**config.mk**
```make
export PLATFORM = sky130hd
export DESIGN_NAME = cpe_front
export DESIGN_NICKNAME = d
export VERILOG_FILES = /design/src/cpe_pkg.sv /design/src/cpe_front.sv
export SDC_FILE = /design/constraint.sdc
export NUM_CORES = 1
export LEC_CHECK = 0
export BUFFER_PORTS_ARGS = -buffer_cell sky130_fd_sc_hd__clkbuf_2
export CORE_UTILIZATION = 36
export DETAILED_ROUTE_END_ITERATION = 8
export PLACE_DENSITY = 0.82
export SLEW_MARGIN = 10
export SYNTH_ARGS = -nofsm -noshare
export SYNTH_HDL_FRONTEND = slang
export SYNTH_SLANG_ARGS = --single-unit
```
**constraint.sdc**
```tcl
create_clock -name vclk -period 1.5
set_input_delay 0.15 -clock vclk [all_inputs]
set_output_delay 0.15 -clock vclk [all_outputs]
set_load 0.02 [all_outputs]
```
**src/cpe_pkg.sv**
```systemverilog
// ----------------------------------------------------------------------------
// cpe_pkg
// shared codes and the queue item type of the citation score engine
// ----------------------------------------------------------------------------
`default_nettype none

package cpe_pkg;

    localparam int ART_FIELD_W = 12;
    localparam int CNT_FIELD_W = 15;
    localparam int SCORE_W     = 32;

    localparam logic [SCORE_W-1:0] ONE_Q16 = 32'h0001_0000;

    localparam logic [1:0] CMD_LOAD = 2'd0;
    localparam logic [1:0] CMD_RUN  = 2'd1;
    localparam logic [1:0] CMD_READ = 2'd2;

    localparam logic [1:0] ST_OK       = 2'd0;
    localparam logic [1:0] ST_FULL     = 2'd1;
    localparam logic [1:0] ST_RANGE    = 2'd2;
    localparam logic [1:0] ST_NONCONTIG = 2'd3;

    localparam logic [1:0] OP_LOAD   = 2'd0;
    localparam logic [1:0] OP_RUN    = 2'd1;
    localparam logic [1:0] OP_READ   = 2'd2;
    localparam logic [1:0] OP_REJECT = 2'd3;

    localparam logic [1:0] CFG_ARTICLE_COUNT   = 2'd0;
    localparam logic [1:0] CFG_ITERATION_COUNT = 2'd1;
    localparam logic [1:0] CFG_BASE_TERM       = 2'd2;
    localparam logic [1:0] CFG_DAMPING         = 2'd3;

    typedef struct packed {
        logic [1:0]             op;
        logic [ART_FIELD_W-1:0] article;
        logic [ART_FIELD_W-1:0] citer;
    } item_t;

endpackage

`default_nettype wire

```
**src/cpe_front.sv**
```systemverilog
// ----------------------------------------------------------------------------
// cpe_front
// accepts items and classifies them by command and index range
// ----------------------------------------------------------------------------
`default_nettype none

module cpe_front #(
    parameter int LIM_W = 13
) (
    input  wire logic                            s_valid,
    output logic                                 s_ready,
    input  wire logic [1:0]                      s_cmd,
    input  wire logic [cpe_pkg::ART_FIELD_W-1:0] s_article,
    input  wire logic [cpe_pkg::ART_FIELD_W-1:0] s_citing_article,
    input  wire logic [LIM_W-1:0]                lim,
    input  wire logic                            clearing,
    input  wire logic                            q_full,
    output logic                                 push,
    output cpe_pkg::item_t                       push_item
);

    logic [31:0] lim32;
    logic [31:0] art32;
    logic [31:0] cit32;
    logic        art_ok;
    logic        cit_ok;

    assign lim32  = 32'(lim);
    assign art32  = 32'(s_article);
    assign cit32  = 32'(s_citing_article);
    assign art_ok = art32 < lim32;
    assign cit_ok = cit32 < lim32;

    assign s_ready = !q_full && !clearing;
    assign push    = s_valid && s_ready;

    always_comb begin
        push_item.article = s_article;
        push_item.citer   = s_citing_article;
        unique case (s_cmd)
            cpe_pkg::CMD_LOAD: begin
                push_item.op = (art_ok && cit_ok) ? cpe_pkg::OP_LOAD : cpe_pkg::OP_REJECT;
            end
            cpe_pkg::CMD_RUN: begin
                push_item.op = cpe_pkg::OP_RUN;
            end
            cpe_pkg::CMD_READ: begin
                push_item.op = art_ok ? cpe_pkg::OP_READ : cpe_pkg::OP_REJECT;
            end
            default: begin
                push_item.op = cpe_pkg::OP_REJECT;
            end
        endcase
    end

endmodule

`default_nettype wire

```
Yosys cells after proc, flatten, opt, wreduce, memory -nomap -nowiden --
Index checks and enable logic that the tools add are counted.
Word-level totals: ROM bits 0, bits in writable memories 0, bits in latches 0, register bits 0, logic and storage cells 13, memories kept 0, bits of input ports 42
Cells by class: equal/unequal tests 2, mux-type cells 3, shifts and indexed selects 0, reductions and logical operators 6, div/mod/pow operators 0, $add $sub $neg 0, bitwise logic cells 0, multipliers 0, order comparisons 2
Operators with widths (count):
- less-than comparator 12 x 13 -> 1 bit | 2
- case mux 2 bit (3 select lines) | 1
- logical AND 1 bit | 3
- == test 2 x 1 -> 1 bit, second input constant | 1
- == test 2 bit, second input constant | 1
- logical NOT 1 bit | 2
- logical NOT 2 bit | 1
- two-way mux 2 bit | 1
- two-way mux 1 bit | 1

Logic depth before layout (Yosys ltp) --
word-level depth 4, mapped depth 8, gate-level depth less buffers 8

Worst setup path after synthesis --
No wires, ideal clock.
path kind input -> output, start point in lim[10], end point out push_item[25] (netlist name), arrival 1.486 ns, buffers on the path 0, stages on the path 7, slack -0.136 ns, path through inv_1 > ha_1 > nand4b_4 > a2111oi_2 > a311o_1 > nor2_1 > o21bai_1
RTL lines:
- start, declared | line cpe_front.sv:15 | input wire logic [LIM_W-1:0] lim,
- end, declared | line cpe_front.sv:19 | output cpe_pkg::item_t push_item

==> implementation parameters <==
Parameter                              Value

Outcome
  Status    finished with violations
  Failing checks    negative setup slack

Synth
  Sequential share of the synthesized area    0%
  Total number of yosys warnings    0
  Synthesized cell area    769.5 um2
  Post-synthesis instance total    96
  Per-instance average area after synthesis    8.016 um2
  Syn nets    160
  Unique cell type count in the Yosys netlist    27

Final layout
  Sequential standard cell area    0 um2
  Most common cell after layout, fill and taps aside    clkbuf_2
  Diode insertion count for antenna repair    0
  Top library cells by usage in the layout, fill and taps aside    65 x clkbuf_2, 13 x ha_1, 11 x buf_4
  Layout cells sized above 1    72.55%
  Final Non-Filler Cells    180
  Area delta synth->final    61.63%
  Count of nets after finishing    219
  Layout sequential cell count    0
  Total of clock buffers placed in the layout    0

GRT
  Aggregate global routing overflow    0
  Total track usage    15.83%
  Vias in the first global route    735
  Wire length of the first global-routing pass    2794 um
  Pin count of the biggest net entering global routing    4
  Number of antenna violations at the first check in global routing    0

Pwr
  Pleak    0.6796 nW
  Clock Power Share    0%
  VDD IR-drop max    0.1698 mV
  Switching share of power    50.38%
  Portion of total power attributed to combinational logic    100.0%
  Power Internal    0.2055 mW
  Sw Pwr    0.2087 mW
  Portion of total power attributed to sequential cells    0%
  Final Total Pwr    0.4142 mW
  Pwr dens    333.0 nW/um2

STA
  Final Max Slew Viols    0
  Max transition margin    77.45%
  Tightest Pin Transition    0.3376 ns
  Number of endpoints with negative hold slack in the final report    0
  Post-route worst hold slack    0.5352 ns
  F_max    580.7 MHz
  Post-route minimum period    1.722 ns
  Period Utilization, post-route    114.8%
  RSZ-0062 raised after global routing    yes
  Worst Setup Slack, final    -0.2220 ns
  Final count of negative-setup-slack endpoints    2

Job
  # Max-Cap Violations    0

Worst hold path
  Worst hold stages    2
  Worst min-delay path class    input pin to primary output

Placed design
  Placed wire-length estimate    1790 um
  Buffers added on ports    70
  Post-Place Cells    180
  Routability congestion estimate from global placement    0.7830

Floorplanning
  Die H    48.23 um
  Site row count    16
  Core box area    1982 um2
  Horizontal die dimension    48.23 um
  Overall die area    2326 um2
  Number of placed I/O pins    70
  Initial Utilization    38.83%

Critical path
  Endpoint type of the worst setup path    primary output
  Worst path required time    1.35 ns
  Kind of critical path    input pin to primary output
  Data arrival, critical path    1.57 ns
  Sort of element at the start of the critical path    input pin
  Maximum fanout encountered on the critical timing path    2
  First element of the critical path    lim[1]
  Timing endpoint of the critical path    push_item[25]

Detailed routing
  Number of detailed-route iterations in the first pass    2
  Routed Antenna Nets    0
  Post-detailed-route DRC marker count    0
  DR WL/cell    10.68 um
  Number of vias in the routed layout    835
  Total detailed-routing wirelength    1923 um
  DR iter-0 viols    3
  Drt via density    4.639

Clocking
  Number of buffers added to fix hold violations after cts    0
  Post-CTS Repair Setup Buffers    0
layout make-up:
type | count | area (um2)
fill | 169 | 738.2
multi-input combinational | 60 | 685.7
timing repair buffer | 81 | 471.7
inverter | 12 | 52.55
tap | 27 | 33.78
per-layer routing:
layer | track usage (%) | vias to the layer above | routed length (um)
met3 | 0.3704 | 0 | 93
met1 | 19.34 | 367 | 808
met2 | 31.47 | 32 | 1021
met4 | 1.111 | 0 | 0
met5 | 0 | - | 0
li1 | - | 436 | -
power groups by stage:
stage	clock, mW	sequential (mW)	combinational (mW)
final	0	0	0.414
after global routing	0	0	0.458
after CTS	0	0	0.404
after detailed placement	0	0	0.374
after global placement	0	0	0.361
after floorplan	0	0	0.255
repair_timing:
action / 4_1_cts / 5_1_grt
cloned: 0 / 0
endpoints found under the setup margin: 2 / 2
resized for setup: 14 / 6
pin swaps: 12 / 3
through the flow:
step / setup slack [ns] / TNS (ns) / util [%] / area, um2
floorplan: 0.0005749 / 0 / - / 857.1
global placement: -0.2341 / -0.4336 / 57.70 / 1144
detailed placement: -0.2567 / -0.4775 / 57.70 / 1144
CTS: -0.2183 / -0.4112 / 61.05 / 1210
global route: -0.3373 / -0.5971 / 62.75 / 1244
finish: -0.2220 / -0.4052 / 62.75 / 1244
critical path: stages:
cell and delay, ns:
clkbuf_2 0.08, inv_2 0.04, ha_4 0.16, nor3b_2 0.18, nor2_1 0.07, a2111oi_2 0.39, o21ai_2 0.13, nor2_1 0.15
o21bai_2 0.07, clkbuf_8 0.15
how the worst min path moves through the flow:
stage                         startpoint       endpoint  slack (ns)
global placement     s_citing_article[0]   push_item[0]        0.53
CTS                         s_article[2]  push_item[14]        0.54
global route        s_citing_article[11]  push_item[11]        0.54
finish              s_citing_article[11]  push_item[11]        0.54
floorplan                       clearing        s_ready        0.38
detailed placement          s_article[2]  push_item[14]        0.54
synth_stat cells (2+ instances only):
cell	n	area share, %
buf_4	24	23
ha_1	22	36
inv_1	12	5.9
nor2_1	7	3.4
a21oi_1	6	3.9
a2111oi_2	2	3.9
o21a_1	2	2.0
o21ai_0	2	1.3
cell families after synthesis:
family	after synthesis	synth area share, %
and+or+nand+nor	16	13.17
AOI/OAI and AO/OA	22	21.79
buffers and inverters	36	29.27
adders and majority gates	22	35.77
(Power assumes the default switching activity.)
