`config.mk`:
```
export PLATFORM = sky130hd
export DESIGN_NAME = cpe_queue
export DESIGN_NICKNAME = d
export VERILOG_FILES = /design/src/cpe_pkg.sv /design/src/cpe_queue.sv
export SDC_FILE = /design/constraint.sdc
export NUM_CORES = 1
export LEC_CHECK = 0
export ABC_CLOCK_PERIOD_IN_PS = 2000
export BUFFER_PORTS_ARGS = -buffer_cell sky130_fd_sc_hd__buf_2
export CAP_MARGIN = 10
export CORE_ASPECT_RATIO = 0.5
export CORE_MARGIN = 1
export CORE_UTILIZATION = 46
export DETAILED_ROUTE_END_ITERATION = 8
export PLACE_DENSITY_LB_ADDON = 0.3
export SYNTH_ARGS = -nofsm -noshare
export SYNTH_HDL_FRONTEND = slang
export SYNTH_SLANG_ARGS = --single-unit
```
`constraint.sdc`:
```
create_clock -name aclk -period 2 [get_ports aclk]
set_input_delay 0.2 -clock aclk [delete_from_list [all_inputs] [get_ports aclk]]
set_output_delay 0.2 -clock aclk [all_outputs]
set_load 0.005 [all_outputs]
```
`src/cpe_pkg.sv`:
```
// ----------------------------------------------------------------------------
// cpe_pkg
// shared codes and the queue item type of the citation score engine
// ----------------------------------------------------------------------------
`default_nettype none

package cpe_pkg;

    localparam int ART_FIELD_W = 12;
    localparam int CNT_FIELD_W = 15;
    localparam int SCORE_W     = 32;

    localparam logic [SCORE_W-1:0] ONE_Q16 = 32'h0001_0000;

    localparam logic [1:0] CMD_LOAD = 2'd0;
    localparam logic [1:0] CMD_RUN  = 2'd1;
    localparam logic [1:0] CMD_READ = 2'd2;

    localparam logic [1:0] ST_OK       = 2'd0;
    localparam logic [1:0] ST_FULL     = 2'd1;
    localparam logic [1:0] ST_RANGE    = 2'd2;
    localparam logic [1:0] ST_NONCONTIG = 2'd3;

    localparam logic [1:0] OP_LOAD   = 2'd0;
    localparam logic [1:0] OP_RUN    = 2'd1;
    localparam logic [1:0] OP_READ   = 2'd2;
    localparam logic [1:0] OP_REJECT = 2'd3;

    localparam logic [1:0] CFG_ARTICLE_COUNT   = 2'd0;
    localparam logic [1:0] CFG_ITERATION_COUNT = 2'd1;
    localparam logic [1:0] CFG_BASE_TERM       = 2'd2;
    localparam logic [1:0] CFG_DAMPING         = 2'd3;

    typedef struct packed {
        logic [1:0]             op;
        logic [ART_FIELD_W-1:0] article;
        logic [ART_FIELD_W-1:0] citer;
    } item_t;

endpackage

`default_nettype wire

```
`src/cpe_queue.sv`:
```
// ----------------------------------------------------------------------------
// cpe_queue
// two-entry queue between the front and the back
// ----------------------------------------------------------------------------
`default_nettype none

module cpe_queue (
    input  wire logic           aclk,
    input  wire logic           aresetn,
    input  wire logic           push,
    input  cpe_pkg::item_t      push_item,
    output logic                full,
    input  wire logic           pop,
    output cpe_pkg::item_t      pop_item,
    output logic                empty
);

    cpe_pkg::item_t slot_reg [2];
    logic           wr_ptr_reg;
    logic           wr_ptr_next;
    logic           rd_ptr_reg;
    logic           rd_ptr_next;
    logic [1:0]     cnt_reg;
    logic [1:0]     cnt_next;

    assign full     = cnt_reg == 2'd2;
    assign empty    = cnt_reg == 2'd0;
    assign pop_item = slot_reg[rd_ptr_reg];

    always_comb begin
        wr_ptr_next = push ? !wr_ptr_reg : wr_ptr_reg;
        rd_ptr_next = pop ? !rd_ptr_reg : rd_ptr_reg;
        cnt_next    = cnt_reg + 2'(push) - 2'(pop);
    end

    always_ff @(posedge aclk) begin
        if (!aresetn) begin
            wr_ptr_reg <= 1'b0;
            rd_ptr_reg <= 1'b0;
            cnt_reg    <= 2'd0;
        end else begin
            wr_ptr_reg <= wr_ptr_next;
            rd_ptr_reg <= rd_ptr_next;
            cnt_reg    <= cnt_next;
        end
    end

    always_ff @(posedge aclk) begin
        if (push) begin
            slot_reg[wr_ptr_reg] <= push_item;
        end
    end

endmodule

`default_nettype wire

```
* Word level (Yosys, flattened, before mapping)
Memory sizes are Yosys's and may differ from the RTL's. A register that Yosys moved wholly into a read port is not among the register bits. Cells that the tools add are included.
Storage, ports and cells: bits in registers 4, latch bits 0, memory bits (writable) 52, ROM bits 0, input port bits 30, word-level logic and storage cells 14, memories 1
Cells by class: $add $sub $neg 2, multipliers 0, divide/modulo/power cells 0, magnitude comparators 0, equal/unequal tests 1, shift operators 0, mux-type cells 4, bitwise logic cells 0, reductions and logical operators 3
Memory list:
- slot_reg | depth 2, bits a word 26, read ports 1, clocked after Yosys merged registers in 1, write ports 1, line cpe_queue.sv:18 | cpe_pkg::item_t slot_reg [2];
Operators with widths (count):
- $mux W1 | 4
- $add A2 B1 Y2 | 1
- $eq A2 B2 Y1 const B | 1
- $logic_not A1 Y1 | 2
- $logic_not A2 Y1 | 1
- $sub A2 B1 Y2 | 1

* Depth between registers and ports, before layout
word-level depth 3, depth in mapped cells 6

* Worst setup path after synthesis
OpenSTA, ideal clock, no wires.
path type register to register, from register wr_ptr_reg, to memory slot_reg[0][0] (netlist name) (enable), arrival time 1.515 ns, data required time 1.587 ns, setup slack 0.072 ns, cell stages (with the launch flop) 2, buffers on the path 0, clock period less this slack 1.928 ns, cell sequence dfxtp_1 -> nor2b_1
RTL lines:
- from (decl) | line cpe_queue.sv:19 | logic wr_ptr_reg;
- from (signal assigned) | line cpe_queue.sv:42 | wr_ptr_reg <= wr_ptr_next;
- to (decl) | line cpe_queue.sv:18
Straight into the memory's write port.

==> flow_metrics.py <==
metrics = {
    "run_status": {
        "outcome": "finished, final reports clean",
    },
    "global_route": {
        "antenna_found_initial": 0,
        "grt_pass1_wl_um": 5450,
        "first_global_vias": 1165,
        "gr-total-overflow": 0,
        "globalRouteTotalUtil_pct": 15.1,
        "grt_max_degree": 15,
    },
    "pwr": {
        "pwr-share-comb_pct": 12.2,
        "power_switching_uw": 553,
        "p_seq_share_pct": 54.9,
        "power_mw": 2.55,
        "swShare_pct": 21.7,
        "p_int_mw": 2.00,
        "irDropWorstVdd_mv": 0.505,
        "power_frac_clock_pct": 32.9,
        "leakage_nw": 1.11,
        "power_density_mw_per_mm2": 935,
    },
    "sta": {
        "finalCritPeriodShare_pct": 79.5,
        "skew_ns": 0.00680,
        "fin_hold_ws_ns": 0.0709,
        "fin_ws_ns": 0.409,
        "finalCriticalPeriod_ns": 1.59,
        "slew_viol_final": 0,
        "rsz0062_at_grt": "no",
        "timing.fmax_mhz": 629,
        "slew-limit-headroom_pct": 83.6,
        "worst_pin_slew_ns": 0.246,
        "tns_ns": 0,
        "setup_viol": 0,
        "hold_violations": 0,
    },
    "min_path": {
        "hold_depth": 1,
        "hold_class": "in2reg",
        "holdCritStartpoint": "push_item[10]",
        "hold_end": "slot_reg[1][10]",
    },
    "clock_network": {
        "cts_buffers": 9,
        "holdBufCountCts": 0,
        "htreeDepth": 3,
        "insertion_delay_ns": 0.31,
        "ctsLongestPathBuffers": 2,
        "tritoncts": "done",
        "root_buffer": "clkbuf_8",
        "clkSinkCount": 57,
        "path_clk_slew_ns": 0.06,
        "postCtsResizedCells": 0,
        "post-cts-setup-buffers": 0,
    },
    "synthesis": {
        "synth_nets": 134,
        "synth-seq-cells": 57,
        "synthCells": 102,
        "yosysSeqAreaShare_pct": 75.3,
        "post_synth.cell_area_avg_um2": 21.6,
        "ys_types": 14,
        "mappedNetlistArea_mm2": 0.00221,
        "synth_warnings": 0,
    },
    "placement": {
        "preCtsSetupSlack_ns": 0.615,
        "place_area_mm2": 0.00257,
        "place_inst": 228,
        "io_buffers": 57,
        "routabilityCongestion": 0.574,
    },
    "critical_path": {
        "path_cells": "buf_4, mux2_2, buf_2",
        "cp_max_fo": 13,
        "crit_type": "reg2out",
        "path_buf_inv": 2,
        "startpoint_type": "flip-flop",
        "rr_endpoint": "cnt_reg[1]",
        "cp_slowest_cell": "mux2_2",
        "cpLargestDelayFamily": "buffers and inverters",
        "cp-end-kind": "output pin",
        "r2r-start": "cnt_reg[0]",
        "critical_path_arrival_ns": 1.39,
        "critPathMaxStageDelay_ns": 0.36,
        "rrSetupSlack_ns": 0.62,
        "r2r_cells": 6,
        "critPathRequiredTime_ns": 1.80,
    },
    "detailed_routing": {
        "drc_errors": 0,
        "via_per_inst": 4.46,
        "drt_wl_total_um": 3380,
        "first_pass_iters": 2,
        "antenna_left": 0,
        "via_count": 1089,
        "wl_per_cell_um": 13.9,
        "drt-initial-drc-count": 18,
    },
    "final_layout": {
        "final_common_cell": "buf_2",
        "nFillCells": 373,
        "layout_common_cells": "buf_2, edfxtp_1, mux2_4, clkbuf_8",
        "diodes": 0,
        "drive_gt1_share_pct": 57.9,
        "final_area_mm2": 0.00273,
        "finalNonFillerCells": 244,
        "area_growth_syn_to_layout_pct": 23.5,
        "largest_reg_flops": 52,
        "finish.utilization_pct": 60.4,
        "final_nets": 205,
    },
    "floorplan": {
        "die_y_um": 51.0,
        "die_area_mm2": 0.00509,
        "pin_count": 58,
        "start_util_pct": 48.9,
        "rows": 17,
        "core_mm2": 0.00451,
        "die-width_um": 99.9,
    },
    "flow_run": {
        "max_cap_viol_count": 0,
    },
}
==> worst max-delay path by stage <==
| stage | start | end | slack, ns | cells past startpoint |
|---|---|---|---|---|
| global route | flip-flop | pop_item[2] | 0.34 | 3 |
| CTS | flip-flop | pop_item[2] | 0.38 | 3 |
| global placement | cnt_reg[0] | cnt_reg[1] | 0.67 | 6 |
| detailed placement | cnt_reg[0] | cnt_reg[1] | 0.61 | 6 |
| finish | flip-flop | pop_item[2] | 0.41 | 3 |
| floorplan | wr_ptr_reg | slot_reg[0][0] | 0.07 | 1 |
==> layout make-up <==
| class | instances | area [um2] | share of cell area (%) |
|---|---|---|---|
| flip-flops and latches | 57 | 1660 | 61.0 |
| multi-input cells | 40 | 488 | 17.9 |
| repair buffers | 63 | 330 | 12.1 |
| clock buffers | 11 | 131 | 4.82 |
| well taps | 66 | 82.6 | 3.03 |
| clock inverters | 5 | 22.5 | 0.826 |
| inverters | 2 | 7.51 | 0.275 |
==> metal layers <==
layer  global-route usage, %  part of all wire (%)  vias to the layer above
met1                    17.5                    43                      520
met3                    5.20                   5.0                        4
met5                       0                     0                        -
met4                    8.09                   1.2                        0
li1                        -                     -                      533
met2                    25.4                    50                       32
==> worst register-to-register path, stage by stage (launching register included) <==
cell     delay, ns
dfxtp_1       0.35
inv_1         0.05
ha_1          0.26
inv_1         0.06
ha_1          0.13
xnor3_1       0.37
nor2b_1       0.10
==> cell families (layout without fill, tap and decap cells) <==
kind of cell,count (synthesis),count (layout),synth area share [%]
AOI/OAI and AO/OA,1,1,0.340
muxes,26,26,16.7
DFF,57,57,75.3
and+or+nand+nor,9,9,2.44
xor gates and xnor gates,2,2,1.42
adders and majority gates,2,2,1.13
buffers and inverters,5,81,2.67
==> Yosys cell counts <==
cell type | count | area (um2)
nor2b_1 | 4 | 25.0
ha_1 | 2 | 25.0
buf_6 | 1 | 11.3
buf_12 | 2 | 40.0
mux2_2 | 6 | 67.6
nor2_1 | 1 | 3.75
mux2_4 | 20 | 300
and2_1 | 4 | 25.0
xnor3_1 | 1 | 22.5
dfxtp_1 | 5 | 100
o21a_1 | 1 | 7.51
edfxtp_1 | 52 | 1560
xor2_1 | 1 | 8.76
inv_1 | 2 | 7.51
==> power by group through the flow <==
stage | combinational, mW | clock [mW] | sequential, mW
6_report | 0.311 | 0.838 | 1.40
5_1_grt | 0.341 | 0.914 | 1.41
4_1_cts | 0.317 | 0.859 | 1.40
3_5_place_dp | 0.317 | 0 | 1.43
3_3_place_gp | 0.309 | 0 | 1.42
2_1_floorplan | 0.206 | 0 | 1.42
Note: power is estimated with default switching activity, not from simulation.
